[src/rtl/b32m_pkg.sv]
// shared constants, types and functions for the bech32m address encoder
`timescale 1ns / 1ps
package b32m_pkg;

  localparam int unsigned MAX_HRP_LEN = 128;
  localparam int unsigned HRP_CNT_W = $clog2(MAX_HRP_LEN + 1);
  localparam int unsigned HRP_IDX_W = (MAX_HRP_LEN > 1) ? $clog2(MAX_HRP_LEN) : 1;

  localparam int unsigned POLY_W = 30;

  // item opcodes
  localparam logic [1:0] OP_HRP  = 2'd0;
  localparam logic [1:0] OP_VER  = 2'd1;
  localparam logic [1:0] OP_BYTE = 2'd2;
  localparam logic [1:0] OP_NONE = 2'd3;

  localparam logic [7:0] SEP_CHAR = 8'h31;
  localparam logic [POLY_W-1:0] POLY_INIT = 30'd1;
  localparam logic [POLY_W-1:0] FINAL_XOR = 30'h2bc830a3;

  localparam logic [POLY_W-1:0] GEN [5] = '{
    30'h3b6a57b2, 30'h26508e6d, 30'h1ea119fa, 30'h3d4233dd, 30'h2a1462b3
  };

  localparam logic [255:0] CHARSET = "qpzry9x8gf2tvdw0s3jn54khce6mua7l";

  // command from the sequencer to the checksum unit
  typedef struct packed {
    logic       init;
    logic       fold;
    logic [4:0] sym;
    logic       fin;
    logic       shift;
  } poly_cmd_t;

  function automatic logic [POLY_W-1:0] poly_fold(input logic [POLY_W-1:0] p,
                                                  input logic [4:0] sym);
    logic [4:0]        top;
    logic [POLY_W-1:0] r;
    top = p[29:25];
    r = {p[24:0], sym};
    for (int i = 0; i < 5; i++) begin
      if (top[i]) begin
        r = r ^ GEN[i];
      end
    end
    return r;
  endfunction

  function automatic logic [7:0] sym_char(input logic [4:0] sym);
    logic [4:0] idx;
    idx = 5'd31 - sym;
    return CHARSET[{idx, 3'b000} +: 8];
  endfunction

endpackage

[src/rtl/b32m_hrp_mem.sv]
// buffer for hrp characters, one write and one registered read port
`timescale 1ns / 1ps
module b32m_hrp_mem (
  input  logic                           clk_i,
  input  logic                           wr_en_i,
  input  logic [b32m_pkg::HRP_IDX_W-1:0] wr_addr_i,
  input  logic [7:0]                     wr_data_i,
  input  logic                           rd_en_i,
  input  logic [b32m_pkg::HRP_IDX_W-1:0] rd_addr_i,
  output logic [7:0]                     rd_data_o
);

  logic [7:0] mem [b32m_pkg::MAX_HRP_LEN];
  logic [7:0] rd_data_q;

  always_ff @(posedge clk_i) begin
    if (wr_en_i) begin
      mem[wr_addr_i] <= wr_data_i;
    end
    if (rd_en_i) begin
      rd_data_q <= mem[rd_addr_i];
    end
  end

  assign rd_data_o = rd_data_q;

endmodule

[src/rtl/b32m_polymod.sv]
// 30-bit checksum register with one fold step per cycle
`timescale 1ns / 1ps
module b32m_polymod (
  input  logic                        clk_i,
  input  logic                        rst_ni,
  input  b32m_pkg::poly_cmd_t         cmd_i,
  output logic [b32m_pkg::POLY_W-1:0] poly_o
);

  logic [b32m_pkg::POLY_W-1:0] poly_d, poly_q;
  logic [b32m_pkg::POLY_W-1:0] folded;

  always_comb begin
    folded = b32m_pkg::poly_fold(poly_q, cmd_i.sym);
    poly_d = poly_q;
    if (cmd_i.init) begin
      poly_d = b32m_pkg::POLY_INIT;
    end else if (cmd_i.fold) begin
      poly_d = cmd_i.fin ? (folded ^ b32m_pkg::FINAL_XOR) : folded;
    end else if (cmd_i.shift) begin
      // expose the next checksum symbol in the top five bits
      poly_d = {poly_q[24:0], 5'b00000};
    end
  end

  always_ff @(posedge clk_i or negedge rst_ni) begin
    if (!rst_ni) begin
      poly_q <= b32m_pkg::POLY_INIT;
    end else begin
      poly_q <= poly_d;
    end
  end

  assign poly_o = poly_q;

endmodule

[src/rtl/bech32m_address_encoder.sv]
// top level of the streaming bech32m address encoder
`timescale 1ns / 1ps
// usage
//   input channel (in_valid_i / in_ready_o) takes one request per item:
//   opcode 0 = hrp character, 1 = witness version, 2 = payload byte, 3 ignored.
//   end_of_address_i on a version or payload request closes the address.
//   output channel (out_valid_o / out_ready_i) returns the address characters
//   one at a time; final_char_o marks the last checksum character.
// steps per item
//   hrp character: echoed to the output, stored and folded
//   payload byte: one step per symbol plus one to trim leftover bits
//   witness version: separator, N buffered hrp characters, version; the buffer
//     is read back one entry per cycle through the registered memory port
//   last item adds a pad step, six fold steps and six checksum
//     characters; the checksum unit does one fold per cycle
// the block takes one item at a time; in_ready_o is high only while idle.
// a held output character waits in the output register while the next
// item is already taken. when the receiver stalls, the sequencer waits on
// each new character. reset clears the checksum to one and empties the hrp
// buffer count and the bit accumulator; the same happens after each address.
module bech32m_address_encoder (
  input  logic       clk_i,
  input  logic       rst_ni,
  input  logic       in_valid_i,
  output logic       in_ready_o,
  input  logic [1:0] opcode_i,
  input  logic [7:0] value_i,
  input  logic       end_of_address_i,
  output logic       out_valid_o,
  input  logic       out_ready_i,
  output logic [7:0] out_char_o,
  output logic       final_char_o
);

  // sequencer states
  localparam logic [3:0] S_IDLE  = 4'd0;
  localparam logic [3:0] S_HRP   = 4'd1;
  localparam logic [3:0] S_VSEP  = 4'd2;
  localparam logic [3:0] S_VWALK = 4'd3;
  localparam logic [3:0] S_VSYM  = 4'd4;
  localparam logic [3:0] S_BYTE  = 4'd5;
  localparam logic [3:0] S_PAD   = 4'd6;
  localparam logic [3:0] S_ZERO  = 4'd7;
  localparam logic [3:0] S_CHK   = 4'd8;

  localparam int unsigned CW = b32m_pkg::HRP_CNT_W;
  localparam int unsigned IW = b32m_pkg::HRP_IDX_W;

  logic [3:0]    state_d, state_q;
  logic [7:0]    val_d, val_q;
  logic          last_d, last_q;
  logic [CW-1:0] hrp_cnt_d, hrp_cnt_q;
  logic [CW-1:0] walk_d, walk_q;
  logic [11:0]   acc_d, acc_q;
  logic [3:0]    bc_d, bc_q;
  logic [2:0]    k_d, k_q;

  // output register
  logic       ovalid_d, ovalid_q;
  logic [7:0] ochar_q;
  logic       ofinal_q;
  logic       emit_ok;
  logic       emit;
  logic [7:0] emit_char;
  logic       emit_final;

  // memory and checksum hookup
  logic                        wr_en;
  logic                        rd_en;
  logic [IW-1:0]               rd_addr;
  logic [7:0]                  rd_data;
  b32m_pkg::poly_cmd_t         pcmd;
  logic [b32m_pkg::POLY_W-1:0] poly;

  logic          in_acc;
  logic [3:0]    bc_sub;
  logic [11:0]   sh_down;
  logic [11:0]   sh_up;
  logic [3:0]    pad_amt;

  assign in_ready_o = (state_q == S_IDLE);
  assign in_acc     = in_valid_i && in_ready_o;
  assign emit_ok    = !ovalid_q || out_ready_i;

  assign bc_sub  = bc_q - 4'd5;
  assign sh_down = acc_q >> bc_sub;
  assign pad_amt = 4'd5 - bc_q;
  assign sh_up   = acc_q << pad_amt;

  always_comb begin
    state_d    = state_q;
    val_d      = val_q;
    last_d     = last_q;
    hrp_cnt_d  = hrp_cnt_q;
    walk_d     = walk_q;
    acc_d      = acc_q;
    bc_d       = bc_q;
    k_d        = k_q;
    emit       = 1'b0;
    emit_char  = val_q;
    emit_final = 1'b0;
    wr_en      = 1'b0;
    rd_en      = 1'b0;
    rd_addr    = '0;
    pcmd       = '0;

    case (state_q)
      S_IDLE: begin
        if (in_acc) begin
          val_d  = value_i;
          last_d = end_of_address_i;
          case (opcode_i)
            b32m_pkg::OP_HRP: begin
              // characters past the buffer capacity are dropped silently
              if (hrp_cnt_q < CW'(b32m_pkg::MAX_HRP_LEN)) begin
                state_d = S_HRP;
              end
            end
            b32m_pkg::OP_VER: begin
              state_d = S_VSEP;
            end
            b32m_pkg::OP_BYTE: begin
              acc_d   = {acc_q[3:0], value_i};
              bc_d    = bc_q + 4'd8;
              state_d = S_BYTE;
            end
            default: begin
              state_d = S_IDLE;
            end
          endcase
        end
      end

      S_HRP: begin
        if (emit_ok) begin
          // echo, store and fold the high three bits
          emit      = 1'b1;
          emit_char = val_q;
          wr_en     = 1'b1;
          hrp_cnt_d = hrp_cnt_q + CW'(1);
          pcmd.fold = 1'b1;
          pcmd.sym  = {2'b00, val_q[7:5]};
          state_d   = S_IDLE;
        end
      end

      S_VSEP: begin
        if (emit_ok) begin
          // separator, then the zero between the two hrp expansions
          emit      = 1'b1;
          emit_char = b32m_pkg::SEP_CHAR;
          pcmd.fold = 1'b1;
          pcmd.sym  = 5'd0;
          if (hrp_cnt_q != '0) begin
            rd_en   = 1'b1;
            rd_addr = '0;
            walk_d  = CW'(1);
            state_d = S_VWALK;
          end else begin
            state_d = S_VSYM;
          end
        end
      end

      S_VWALK: begin
        // fold the entry read last cycle, fetch the next one
        pcmd.fold = 1'b1;
        pcmd.sym  = rd_data[4:0];
        if (walk_q == hrp_cnt_q) begin
          hrp_cnt_d = '0;
          state_d   = S_VSYM;
        end else begin
          rd_en   = 1'b1;
          rd_addr = walk_q[IW-1:0];
          walk_d  = walk_q + CW'(1);
        end
      end

      S_VSYM: begin
        if (emit_ok) begin
          emit      = 1'b1;
          emit_char = b32m_pkg::sym_char(val_q[4:0]);
          pcmd.fold = 1'b1;
          pcmd.sym  = val_q[4:0];
          state_d   = last_q ? S_PAD : S_IDLE;
        end
      end

      S_BYTE: begin
        if (bc_q >= 4'd5) begin
          if (emit_ok) begin
            emit      = 1'b1;
            emit_char = b32m_pkg::sym_char(sh_down[4:0]);
            pcmd.fold = 1'b1;
            pcmd.sym  = sh_down[4:0];
            bc_d      = bc_sub;
          end
        end else begin
          // keep only the leftover bits
          acc_d   = acc_q & ((12'd1 << bc_q) - 12'd1);
          state_d = last_q ? S_PAD : S_IDLE;
        end
      end

      S_PAD: begin
        if (bc_q == 4'd0) begin
          k_d     = '0;
          state_d = S_ZERO;
        end else if (emit_ok) begin
          emit      = 1'b1;
          emit_char = b32m_pkg::sym_char(sh_up[4:0]);
          pcmd.fold = 1'b1;
          pcmd.sym  = sh_up[4:0];
          k_d       = '0;
          state_d   = S_ZERO;
        end
      end

      S_ZERO: begin
        pcmd.fold = 1'b1;
        pcmd.sym  = 5'd0;
        if (k_q == 3'd5) begin
          pcmd.fin = 1'b1;
          k_d      = '0;
          state_d  = S_CHK;
        end else begin
          k_d = k_q + 3'd1;
        end
      end

      S_CHK: begin
        if (emit_ok) begin
          emit       = 1'b1;
          emit_char  = b32m_pkg::sym_char(poly[29:25]);
          emit_final = (k_q == 3'd5);
          if (k_q == 3'd5) begin
            // address done, start over
            pcmd.init = 1'b1;
            hrp_cnt_d = '0;
            acc_d     = '0;
            bc_d      = '0;
            k_d       = '0;
            state_d   = S_IDLE;
          end else begin
            pcmd.shift = 1'b1;
            k_d        = k_q + 3'd1;
          end
        end
      end

      default: begin
        state_d = S_IDLE;
      end
    endcase
  end

  always_comb begin
    ovalid_d = ovalid_q;
    if (emit) begin
      ovalid_d = 1'b1;
    end else if (out_ready_i) begin
      ovalid_d = 1'b0;
    end
  end

  always_ff @(posedge clk_i or negedge rst_ni) begin
    if (!rst_ni) begin
      state_q   <= S_IDLE;
      hrp_cnt_q <= '0;
      walk_q    <= '0;
      acc_q     <= '0;
      bc_q      <= '0;
      k_q       <= '0;
      last_q    <= 1'b0;
      ovalid_q  <= 1'b0;
    end else begin
      state_q   <= state_d;
      hrp_cnt_q <= hrp_cnt_d;
      walk_q    <= walk_d;
      acc_q     <= acc_d;
      bc_q      <= bc_d;
      k_q       <= k_d;
      last_q    <= last_d;
      ovalid_q  <= ovalid_d;
    end
  end

  always_ff @(posedge clk_i) begin
    val_q <= val_d;
    if (emit) begin
      ochar_q  <= emit_char;
      ofinal_q <= emit_final;
    end
  end

  assign out_valid_o  = ovalid_q;
  assign out_char_o   = ochar_q;
  assign final_char_o = ofinal_q;

  b32m_hrp_mem u_hrp_mem (
    .clk_i     (clk_i),
    .wr_en_i   (wr_en),
    .wr_addr_i (hrp_cnt_q[IW-1:0]),
    .wr_data_i (val_q),
    .rd_en_i   (rd_en),
    .rd_addr_i (rd_addr),
    .rd_data_o (rd_data)
  );

  b32m_polymod u_polymod (
    .clk_i  (clk_i),
    .rst_ni (rst_ni),
    .cmd_i  (pcmd),
    .poly_o (poly)
  );

endmodule

[config.mk]
export PLATFORM = sky130hd
export DESIGN_NAME = bech32m_address_encoder
export DESIGN_NICKNAME = d
export VERILOG_FILES = /design/src/rtl/b32m_pkg.sv /design/src/rtl/b32m_hrp_mem.sv /design/src/rtl/b32m_polymod.sv /design/src/rtl/bech32m_address_encoder.sv
export SDC_FILE = /design/constraint.sdc
export NUM_CORES = 1
export LEC_CHECK = 0
export BUFFER_PORTS_ARGS = -buffer_cell sky130_fd_sc_hd__buf_2
export CAP_MARGIN = 10
export CORE_MARGIN = 10
export CORE_UTILIZATION = 32
export CTS_CLUSTER_DIAMETER = 30
export DETAILED_ROUTE_END_ITERATION = 8
export MAX_ROUTING_LAYER = met4
export PLACE_DENSITY = 0.56
export SETUP_SLACK_MARGIN = 0.5
export SYNTH_ARGS = -nofsm -noshare
export SYNTH_HDL_FRONTEND = slang
export SYNTH_SLANG_ARGS = --single-unit
[constraint.sdc]
create_clock -name clk_i -period 9.2 [get_ports clk_i]
set_input_delay 0.46 -clock clk_i [delete_from_list [all_inputs] [get_ports clk_i]]
set_output_delay 0.46 -clock clk_i [all_outputs]
set_load 0.05 [all_outputs]
# Yosys cells after proc, flatten, opt, wreduce, memory -nomap -nowiden
# Memory sizes are Yosys's and may differ from the RTL's. A register that Yosys moved wholly into a read port is not among the register bits.
# Cells that the tools add are included.
# totals
output_inout_bits,11
mem_count,1
register_bits,88
latch_bits,0
rom_bits,0
inputBits,15
wordCells,178
ramBits,1024
# memory_table
memory,depth,width,rd,rd_ports_with_merged_regs,write_ports,line_no,source
u_hrp_mem.mem,128,8,1,1,1,b32m_hrp_mem.sv:13,logic [7:0] mem [b32m_pkg::MAX_HRP_LEN];
# op_classes
order_cmp,2
mux,88
n_bitwise,7
mul,0
add_sub_neg,11
n_reduce_logical,22
eq_ne,28
shift,7
div_mod_pow,0
# ops
cell,n
$shiftx A256 B9 Y8 const A,4
$mux W30,8
$mux W8,14
$mux W4,16
$mux W12,5
$mux W6,7
$pmux W6 S7,1
$pmux W8 S5,1
$pmux W12 S3,1
$pmux W4 S9,1
$mux W29,1
$not A13 Y13,2
$ne A2 B2 Y1 const B,12
$pmux W4 S3,2
$pmux W8 S3,1
$sub A5 B5 Y5 const A,4
$mux W1,18
$mux W3,6
$not A18 Y18,1
$not A17 Y17,1
$add A8 B1 Y8 const B,2
$eq A4 B3 Y1 const B,4
$not A16 Y16,1
$pmux W8 S2,1
other kinds (41),51

# Longest topological paths before layout
# Gate-level depths: netlist (run 1).
# depth
word_depth,19
ltp_mapped,15
mapped_depth_nobuf,10

# By module
# A second synthesis (run 1) with hierarchy kept.
# unflattened
cells_unflattened,2505
area_unflattened_um2,47160.2
# modules_own_cells
mod,cells_each,area_per_inst_um2,seq_area_each_um2,instances
b32m_hrp_mem,1635,39745.6,30989.7,1
bech32m_address_encoder,667,5343.9,1536.5,1
b32m_polymod,203,2070.7,752.0,1

# Worst setup path after synthesis (run 1)
# No wires, ideal clock.
# synth_timing
path_type,register to register
startpoint,reg val_q[1]
endpoint,"reg ochar_q[0], in the netlist out_char_o[0] (data pin)"
required_ns,8.939
setup_slack_ns,5.397
path_buffers,1
setup_ns,0.261
arrival_ns,3.542
synth_period_minus_slack_ns,3.803
path_stages_with_launch,9
cell_sequence,edfxtp_1 clkbuf_1 inv_1 o21a_1 o41ai_1 a21o_1 a22oi_1 or3_1 a221o_1
# synth_via
elab_chain_len,4
# synth_rtl
element,line_no,source
from (decl),bech32m_address_encoder.sv:50,"logic [7:0] val_d, val_q;"
from (signal assigned),bech32m_address_encoder.sv:289,val_q <= val_d;
$sub A5 B5 Y5,b32m_pkg.sv:52,idx = 5'd31 - sym;
$shiftx A256 B9 Y8,b32m_pkg.sv:53,"return CHARSET[{idx, 3'b000} +: 8];"
$mux W8,bech32m_address_encoder.sv:180,if (emit_ok) begin
$pmux W8 S5,bech32m_address_encoder.sv:107,case (state_q)
via emit_char[0],bech32m_address_encoder.sv:64,logic [7:0] emit_char;
to (signal assigned),bech32m_address_encoder.sv:291,ochar_q <= emit_char;
to (decl),bech32m_address_encoder.sv:60,logic [7:0] ochar_q;
# The timed path passes the listed nets, and every way through them passes these cells.
# A chain may end at the register's enable or synchronous reset.

# Worst setup path in the final report (run 1)
# layout_timing
startpoint,reg walk_q[1]
endpoint,"reg u_hrp_mem.rd_data_q[2], in the netlist u_hrp_mem.rd_data_o[2] (read register of u_hrp_mem.mem) (data pin)"
# layout_via
elab_chain_len,3
elab_cells_between_ends,5
classes_between,eq/ne: 1; mux: 4
# layout_rtl
element,line_no,source
from (decl),bech32m_address_encoder.sv:53,"logic [CW-1:0] walk_d, walk_q;"
from (signal assigned),bech32m_address_encoder.sv:279,walk_q <= walk_d;
$eq A8 B8 Y1,bech32m_address_encoder.sv:169,if (walk_q == hrp_cnt_q) begin
$mux W1 / $mux W7 (equally long branches),bech32m_address_encoder.sv:169,
$pmux W1 S2 / $mux W7 (equally long branches),-,
to (decl),b32m_hrp_mem.sv:14,logic [7:0] rd_data_q;
# Several ways; a longest one is shown, not always the timed one.

==> flow_metrics.tcl, run 1 <==
set metrics [dict create \
    synth_flop_cell "edfxtp_1" \
    relSlewSlack_pct 13.88 \
    async_reset_ff_share_pct 9.686 \
    leakage_nw 13.54 \
    cp-start-kind "register" \
    synthCells 2529 \
    end_kind "register" \
    cts_sinks 733 \
    cts.reportedPaths.clkPinSlew_ns 0.05 \
    yosysWarnings 0 \
    r2r_cells 9 \
    finClkSkew_ns 0.05547 \
    antenna_found_initial 1 \
    netlist_top_cells_area "edfxtp_1, dfrtp_1, mux2i_1, nor2_1, a21oi_1" \
    final_core_util_pct 38.91 \
    numPortBuffers 25 \
    critPathMaxFanout 107 \
    core_sq_um 101700 \
    cts_setup_buffers 0 \
    start_util_pct 32.24 \
    multiInputGateArea_sq_um 10320 \
    vias 22350 \
    ys_seq_elements 733 \
    grt_pass1_vias 22090 \
    wire_per_inst_um 23.12 \
    drc 0 \
    startpoint "walk_q[1]$_DFFE_PN0P_" \
    dp_hpwl_um 58380 \
    cts_buffers 146 \
    rsz0062_at_grt "false" \
    n_antenna_cell 0 \
    synthDominantCellAreaShare_pct 60.60 \
    place.gp.congestion 0.9031 \
    syn_nets 2557 \
    crit_path_end "u_hrp_mem.rd_data_o[2]$_DFFE_PP_" \
    rr_endpoint "u_hrp_mem.rd_data_o[2]$_DFFE_PP_" \
    final_cells 4065 \
    htreeDepth 4 \
    clockRootBuffer "clkbuf_16" \
    finalCriticalPeriod_ns 4.783 \
    cts_tree "built" \
    path_class "register to register" \
    dr.pass1.iters 9 \
    post-route-cell-area_sq_um 39580 \
    fin_nets 2602 \
    dpl.cell_count 3784 \
    clock_latency_ns 0.75 \
    drv_slew 0 \
    area_growth_pct 20.67 \
    final-hold-violation-count 0 \
    synth_edf_count 662 \
    final_cell_mix "edfxtp_1, nor2_1, a21oi_1" \
    setup_tns_ns 0 \
    place_area_sq_um 34230 \
    drt_wl_total_um 93980 \
    die_h_um 340.2 \
    viasPerCell 5.499 \
    avgSynthCellArea_sq_um 12.97 \
    hold_class "input port to async pin" \
    setup_ws_ns 4.417 \
    drive_gt1_share_pct 15.02 \
    whs_ns 0.08956 \
    rows 117 \
    ff_latch_area_sq_um 21670 \
    timing.rr.start "walk_q[1]$_DFFE_PN0P_" \
    setup_viol 0 \
    worstPathArrival_ns 5.28 \
    dieArea_sq_um 115700 \
    power_mw 13.06 \
    pre_cts_ws_ns 4.525 \
    fmax_mhz 209.1 \
    clockBufferDepth 3 \
    synth_area_sq_um 32800 \
    synth_top_cell_by_area "edfxtp_1" \
    grt_max_degree 108 \
    vdd.ir_drop.worst_uv 183.6 \
    final_common_cell "edfxtp_1" \
    grt_pass1_wl_um 141700 \
    r2r_setup_slack_ns 4.42 \
    tightest_slew_ns 1.280 \
    cts_resized 0 \
    cp.required_ns 9.69 \
    ys_seq_area_share_pct 66.02 \
    synth.distinct_cells 86 \
    gr-total-overflow 0 \
    cap_violations 0 \
    drtAntennaViolNets 0 \
    cellPowerDensity_nw_per_um2 330.0 \
    drtIter0Drc 2448 \
    status "completed" \
    period_share_pct 51.99 \
    num_io_pins 26 \
    die_x_um 340.2 \
    grtUsageTotal_pct 16.21 \
    fillers 9459 \
]
-- synth_stat cells (22+ instances only) --
| library cell | number |
|---|---|
| nor2_1 | 292 |
| o21ai_0 | 101 |
| o22ai_1 | 23 |
| a22oi_1 | 52 |
| dfrtp_1 | 70 |
| a211oi_1 | 41 |
| mux2i_1 | 133 |
| nand3_1 | 59 |
| mux2_2 | 54 |
| edfxtp_1 | 662 |
| or3_1 | 22 |
| buf_2 | 47 |
| a221oi_1 | 38 |
| xnor2_1 | 39 |
| nor3_1 | 23 |
| o211ai_1 | 29 |
| nand2_1 | 171 |
| a21oi_1 | 186 |
| clkbuf_1 | 107 |
| inv_1 | 24 |
-- logic make-up (layout without fill, tap and decap cells) --
family / after synthesis / count (layout) / synth area share, %
AOI/OAI and AO/OA: 665 / 665 / 13.93
xor gates and xnor gates: 60 / 60 / 1.602
adders and majority gates: 13 / 13 / 0.4959
buffers and inverters: 205 / 373 / 2.754
DFF: 733 / 733 / 66.02
muxes: 195 / 195 / 6.290
and+or+nand+nor: 658 / 658 / 8.906
-- critical path, stage by stage (launching register included) --
cell      delay, ns
dfrtp_4        1.15
buf_4          0.65
nand2b_1       0.51
nor2_1         0.36
o211a_1        0.44
a221oi_1       0.32
o21ai_0        0.18
o22ai_1        0.31
o221ai_1       0.26
o31a_1         0.28
-- area by class of cell --
type,count,share of cell area (%)
timing repair buffer,77,1.372
clock buffer,171,9.647
tap,1368,4.324
clock inverter,100,3.626
inverter,25,0.2371
sequential,733,54.73
multi-input combinational,1591,26.06
-- what timing repair did --
item	4_1_cts	5_1_grt
hold endpoints to repair	21	0
hold buffers	10	0
setup endpoints to repair	0	0
-- where the power goes --
part,switching [mW],internal (mW)
Clock,1.87,3.65
Combinational,2.11,1.18
Sequential,0.346,3.91
-- how the worst min path moves through the flow --
stage	startpoint	to	depth (start not counted)
after floorplan	rst_ni	acc_q[0]$_DFFE_PN0P_	0
after global placement	rst_ni	acc_q[2]$_DFFE_PN0P_	1
after detailed placement	rst_ni	acc_q[10]$_DFFE_PN0P_	1
after CTS	rst_ni	acc_q[2]$_DFFE_PN0P_	2
after global routing	rst_ni	acc_q[2]$_DFFE_PN0P_	2
final	rst_ni	acc_q[2]$_DFFE_PN0P_	2
-- flip-flops by register name (all words and copies together) (netlist names), 3 cells and up --
register             flops
u_hrp_mem.mem          640
u_polymod.poly_o        30
acc_q                   12
hrp_cnt_q                8
out_char_o               8
val_q                    8
walk_q                   8
u_hrp_mem.rd_data_o      5
bc_q                     4
state_q                  4
k_q                      3
-- metal layers --
layer	vias to the layer above	global-route usage [%]	share of wire [%]
met5	-	-	0
met1	11260	21.70	44
met4	0	5.002	2.1
met2	1017	24.68	47
li1	9917	-	-
met3	157	3.235	7.6
Note: power is estimated with default switching activity, not from simulation.
==> run 2, diff against run 1 <==
Clock period 9.2 ns to 4.9 ns, I/O delays scaled along.
==> run 2 against run 1 <==
  * First-iteration DRC count grew 7.6%
  * Wire length is 1.2% higher
  * Sequential power up 85%
  * Clock skew increased by 0.018 ns
  * Die area stayed put
  * Via count is 0.75% higher
  * Critical endpoint is now u_hrp_mem.rd_data_o[4]$_DFFE_PP_
==> flow_metrics.tcl, run 2 (same netlist as run 1, synthesis figures left out) <==
set metrics [dict create \
    largest_reg_flops 640 \
    drive_gt1_share_pct 15.49 \
    period_share_pct 83.93 \
    cts.reportedPaths.clkPinSlew_ns 0.05 \
    whs_ns 0.03296 \
    start_util_pct 32.24 \
    num_io_pins 26 \
    largest-register "u_hrp_mem.mem" \
    place.gp.congestion 0.9140 \
    drtIter0Drc 2634 \
    relSlewSlack_pct 22.30 \
    drtAntennaViolNets 0 \
    tightest_slew_ns 1.166 \
    clockRootBuffer "clkbuf_16" \
    antenna_found_initial 2 \
    worstPathArrival_ns 4.73 \
    numPortBuffers 25 \
    fillers 9452 \
    final_common_cell "edfxtp_1" \
    grt.busiest_layer "met2" \
    timing.rr.start "walk_q[6]$_DFFE_PN0P_" \
    finalCriticalPeriod_ns 4.113 \
    end_kind "register" \
    core_sq_um 101700 \
    drc 0 \
    grt_use_met3_pct 3.818 \
    final-hold-violation-count 0 \
    final_cell_mix "edfxtp_1, nor2_1, a21oi_1" \
    rows 117 \
    setup_tns_ns 0 \
    gr-total-overflow 0 \
    dieArea_sq_um 115700 \
    dr.pass1.iters 6 \
    r2r_cells 9 \
    area_growth_pct 20.62 \
    vdd.ir_drop.worst_uv 319.5 \
    cap_violations 0 \
    grt_pass1_wl_um 143000 \
    clockBufferDepth 3 \
    leakage_nw 13.55 \
    rr_endpoint "u_hrp_mem.rd_data_o[4]$_DFFE_PP_" \
    pre_cts_ws_ns 0.7597 \
    clock_latency_ns 0.77 \
    critPathMaxFanout 54 \
    setup_viol 0 \
    final_cells 4087 \
    rsz0062_at_grt "false" \
    viasPerCell 5.510 \
    setup_ws_ns 0.7873 \
    fin_nets 2622 \
    dp_hpwl_um 61020 \
    globalRouteMet2Util_pct 25.01 \
    dpl.cell_count 3801 \
    status "completed" \
    finClkSkew_ns 0.07298 \
    grt_util_met1_pct 21.51 \
    htreeDepth 4 \
    wire_per_inst_um 23.27 \
    cts_tree "built" \
    die_x_um 340.2 \
    vias 22520 \
    hold_class "input port to async pin" \
    r2r_setup_slack_ns 0.79 \
    drv_slew 0 \
    cp-start-kind "register" \
    grtUsageTotal_pct 16.47 \
    cts_buffers 147 \
    fmax_mhz 243.1 \
    die_h_um 340.2 \
    power_mw 24.22 \
    path_class "register to register" \
    grt_pass1_vias 22120 \
    grt_max_degree 85 \
    drt_wl_total_um 95100 \
    cp.required_ns 5.52 \
    cellPowerDensity_nw_per_um2 612.2 \
    cts_sinks 733 \
]
run 2: worst max-delay path, cell delays in order (launching register included):
cell and delay (ns):
dfrtp_1 0.69, xnor2_1 0.22, nand4_2 0.36, o21ai_4 0.97, buf_12 0.36, or3_1 0.15
o311ai_0 0.18, and3_1 0.27, a211oi_1 0.48, o31a_1 0.22
run 2: worst max-delay path by stage:
stage	startpoint	to	cells after the start
finish	walk_q[6]$_DFFE_PN0P_	u_hrp_mem.rd_data_o[4]$_DFFE_PP_	9
global route	bc_q[1]$_DFFE_PN0P_	out_char_o[2]$_DFFE_PP_	10
CTS	state_q[1]$_DFFE_PN0P_	u_hrp_mem.rd_data_o[4]$_DFFE_PP_	10
detailed placement	state_q[1]$_DFFE_PN0P_	u_hrp_mem.rd_data_o[4]$_DFFE_PP_	10
global placement	walk_q[1]$_DFFE_PN0P_	u_hrp_mem.rd_data_o[2]$_DFFE_PP_	9
floorplan	val_q[1]$_DFFE_PP_	out_char_o[0]$_DFFE_PP_	8
run 2: cell type report:
type | count | area, sq um | area share [%]
Antenna cell | 1 | 2.502 | 0.006324
Clock buffer | 172 | 3854 | 9.739
Clock inverter | 101 | 1222 | 3.089
Inverter | 25 | 93.84 | 0.2372
Multi-Input combinational cell | 1591 | 10300 | 26.03
Sequential cell | 733 | 21670 | 54.76
Tap cell | 1368 | 1712 | 4.326
Timing Repair Buffer | 96 | 715.7 | 1.809
run 2: metrics by stage:
| step | area [sq um] | util, % |
|---|---|---|
| finish | 39570 | 38.89 |
| global route | 39570 | 38.89 |
| CTS | 39560 | 38.89 |
| detailed placement | 34370 | 33.78 |
| global placement | 34370 | 33.78 |
| floorplan | 32800 | - |
run 2: power by group:
group | switching, mW | internal (mW) | leakage [nW]
combinational | 4.15 | 2.25 | 4.29
sequential | 0.531 | 7.35 | 6.85
clock | 3.53 | 6.41 | 2.41
run 2: repair_timing:
item                                    4_1_cts  5_1_grt
endpoints found under the setup margin        0        1
resized for setup                             0        1
hold buffers                                 12        0
setup buffers                                 0        0
hold endpoints to repair                     51        0
run 2: metal layers:
metal	part of all wire (%)	up-vias	routed length, um
li1	-	9939	-
met1	43	11330	40610
met2	46	1070	43850
met3	8.5	182	8120
met4	2.6	0	2515
met5	0	-	0
==> run 3, diff against run 2 <==
Settings changed: PLACE_DENSITY 0.56 to 0.58.
Clock period 4.9 ns to 3.6 ns, I/O delays scaled along.
==> run 3 against run 2 <==
  * Clock skew decreased by 0.0021 ns
  * Via count decreased by 0.41%
  * Count of clock-buffer cells in the layout decreased by 16
  * Critical endpoint unchanged
  * Critical path depth increased by 3
  * Core utilization increased by 1.2 points
  * First-iteration DRC count decreased by 0.27%
  * Setup slack got worse by 0.29 ns
  * Total power increased by 39%
  * Cell area increased by 3.0%
  * Clock power increased by 36%
  * Combinational power increased by 51%
==> flow_metrics.tcl, run 3 (same netlist as run 1, synthesis figures left out) <==
set metrics [dict create \
    status "completed" \
    start_util_pct 32.24 \
    rr_endpoint "u_hrp_mem.rd_data_o[4]$_DFFE_PP_" \
    post-route-cell-area_sq_um 40750 \
    final_common_cell "edfxtp_1" \
    r2r_cells 12 \
    clockBufferDepth 3 \
    crit_path_top_delay_cell "dfrtp_4" \
    viasPerCell 5.384 \
    grt_pass1_vias 21780 \
    pre_cts_ws_ns -0.08637 \
    setup_ws_ns 0.5010 \
    cp.required_ns 4.09 \
    cap_violations 0 \
    vias 22430 \
    path_cells "xnor2_4 -> nand4_2 -> buf_4 -> o211ai_1 -> buf_4 -> buf_6 -> buf_4 -> a221oi_4 -> o211ai_2 -> a211oi_2 -> nor4_1 -> o31a_1" \
    antenna_found_initial 1 \
    multiInputGateArea_sq_um 10570 \
    vdd.ir_drop.worst_uv 608.1 \
    numPortBuffers 25 \
    clockRootBuffer "clkbuf_16" \
    tightest_slew_ns 1.081 \
    cellPowerDensity_nw_per_um2 829.2 \
    drv_slew 0 \
    drtIter0Drc 2627 \
    final_cell_mix "edfxtp_1, nor2_1, a21oi_1" \
    largest_reg_flops 640 \
    largest-register "u_hrp_mem.mem" \
    final-hold-violation-count 0 \
    die_h_um 340.2 \
    setup_viol 0 \
    dieArea_sq_um 115700 \
    final_core_util_pct 40.05 \
    power_mw 33.79 \
    end_kind "register" \
    r2r_setup_slack_ns 0.50 \
    cts_buffers 139 \
    place_area_sq_um 35040 \
    gr-total-overflow 0 \
    core_sq_um 101700 \
    path_class "register to register" \
    fillers 9474 \
    critPathMaxFanout 9 \
    leakage_nw 14.15 \
    rsz0062_at_grt "true" \
    cts.reportedPaths.clkPinSlew_ns 0.05 \
    num_io_pins 26 \
    critPathMostFrequentCell "buf_4" \
    fmax_mhz 322.7 \
    drt_wl_total_um 94690 \
    cp-start-kind "register" \
    grt_pass1_wl_um 140400 \
    place.gp.congestion 0.9051 \
    cp_slowest_stage_delay_ns 0.57 \
    grt_max_degree 90 \
    finalCriticalPeriod_ns 3.099 \
    dp_hpwl_um 58450 \
    worstPathArrival_ns 3.59 \
    die_x_um 340.2 \
    relSlewSlack_pct 27.92 \
    area_growth_pct 24.23 \
    htreeDepth 4 \
    wire_per_inst_um 22.73 \
    hold_class "input port to async pin" \
    period_share_pct 86.08 \
    cts_sinks 733 \
    cts_tree "built" \
    timing.rr.start "walk_q[0]$_DFFE_PN0P_" \
    drtAntennaViolNets 0 \
    finClkSkew_ns 0.07090 \
    drc 0 \
    drive_gt1_share_pct 19.59 \
    fin_nets 2710 \
    clock_latency_ns 0.75 \
    dr.pass1.iters 6 \
    ff_latch_area_sq_um 21670 \
    rows 117 \
    grtUsageTotal_pct 16.18 \
]
run 3: cell count changes in the layout (fill, tap and decap cells not counted), sizes merged:
cell and delta:
clkbuf -13, inv +8, and4 +1, dlygate4sd3 +1, bufinv +6, buf +91
clkinvlp -8, clkinv -7
run 3: where the power goes:
part           switching [mW]  internal (mW)  leakage (nW)
Clock                    4.74           8.81          2.39
Combinational            5.97           3.68          4.90
Sequential              0.589           10.0          6.85
Total                    11.3           22.5          14.2
run 3: layout make-up:
type,count,share of cell area (%)
Antenna cell,1,0.006141
Clock buffer,156,8.919
Clock inverter,100,3.377
Inverter,25,0.2333
Multi-Input combinational cell,1592,25.93
Sequential cell,733,53.17
Tap cell,1368,4.200
Timing Repair Buffer,191,4.163
run 3: worst max-delay path by stage:
| stage | slack, ns | endpoint | startpoint | depth (start not counted) |
|---|---|---|---|---|
| 3_3_place_gp | -0.12 | u_hrp_mem.rd_data_o[3]$_DFFE_PP_ | walk_q[0]$_DFFE_PN0P_ | 11 |
| 3_5_place_dp | -0.09 | u_hrp_mem.rd_data_o[3]$_DFFE_PP_ | walk_q[0]$_DFFE_PN0P_ | 11 |
| 5_1_grt | 0.42 | u_hrp_mem.rd_data_o[1]$_DFFE_PP_ | state_q[2]$_DFFE_PN0P_ | 12 |
| 6_report | 0.50 | u_hrp_mem.rd_data_o[4]$_DFFE_PP_ | walk_q[0]$_DFFE_PN0P_ | 12 |
| 2_1_floorplan | -0.1 | out_char_o[0]$_DFFE_PP_ | val_q[2]$_DFFE_PP_ | 8 |
| 4_1_cts | 0.49 | u_hrp_mem.rd_data_o[3]$_DFFE_PP_ | walk_q[1]$_DFFE_PN0P_ | 10 |
run 3: worst max-delay path: cells and delay by family (launching register included):
family	cells	cell delay, ns
AND/OR/NAND/NOR	2	0.26
XOR/XNOR	1	0.17
buffers and inverters	4	0.69
AO/OA/AOI/OAI	5	1.17
flip-flops	1	0.57
run 3: through the flow:
stage | hold slack [ns] | std cells | setup TNS, ns
global placement | 0.3167 | 3867 | -0.1211
floorplan | -0.1156 | 2529 | -0.09709
CTS | 0.1185 | 4146 | 0
finish | 0.1304 | 4166 | 0
global route | 0.1606 | 4166 | 0
detailed placement | 0.3335 | 3867 | -0.08637
run 3: what timing repair did:
| action | in CTS | in global routing |
|---|---|---|
| hold buffers | 13 | 0 |
| endpoints found under the hold margin | 73 | 0 |
| gates cloned | 0 | 5 |
| pin swaps | 7 | 11 |
| setup endpoints to repair | 6 | 35 |
| resized for setup | 21 | 40 |
| buffers inserted | 10 | 14 |
run 3: per-layer routing:
layer  track usage (%)  wire length [um]  vias up
met4             5.383              2148        0
met1             21.93             42140    11210
met5                 -                 0        -
li1                  -                 -    10150
met2             24.12             43510      938
met3             3.257              6883      138
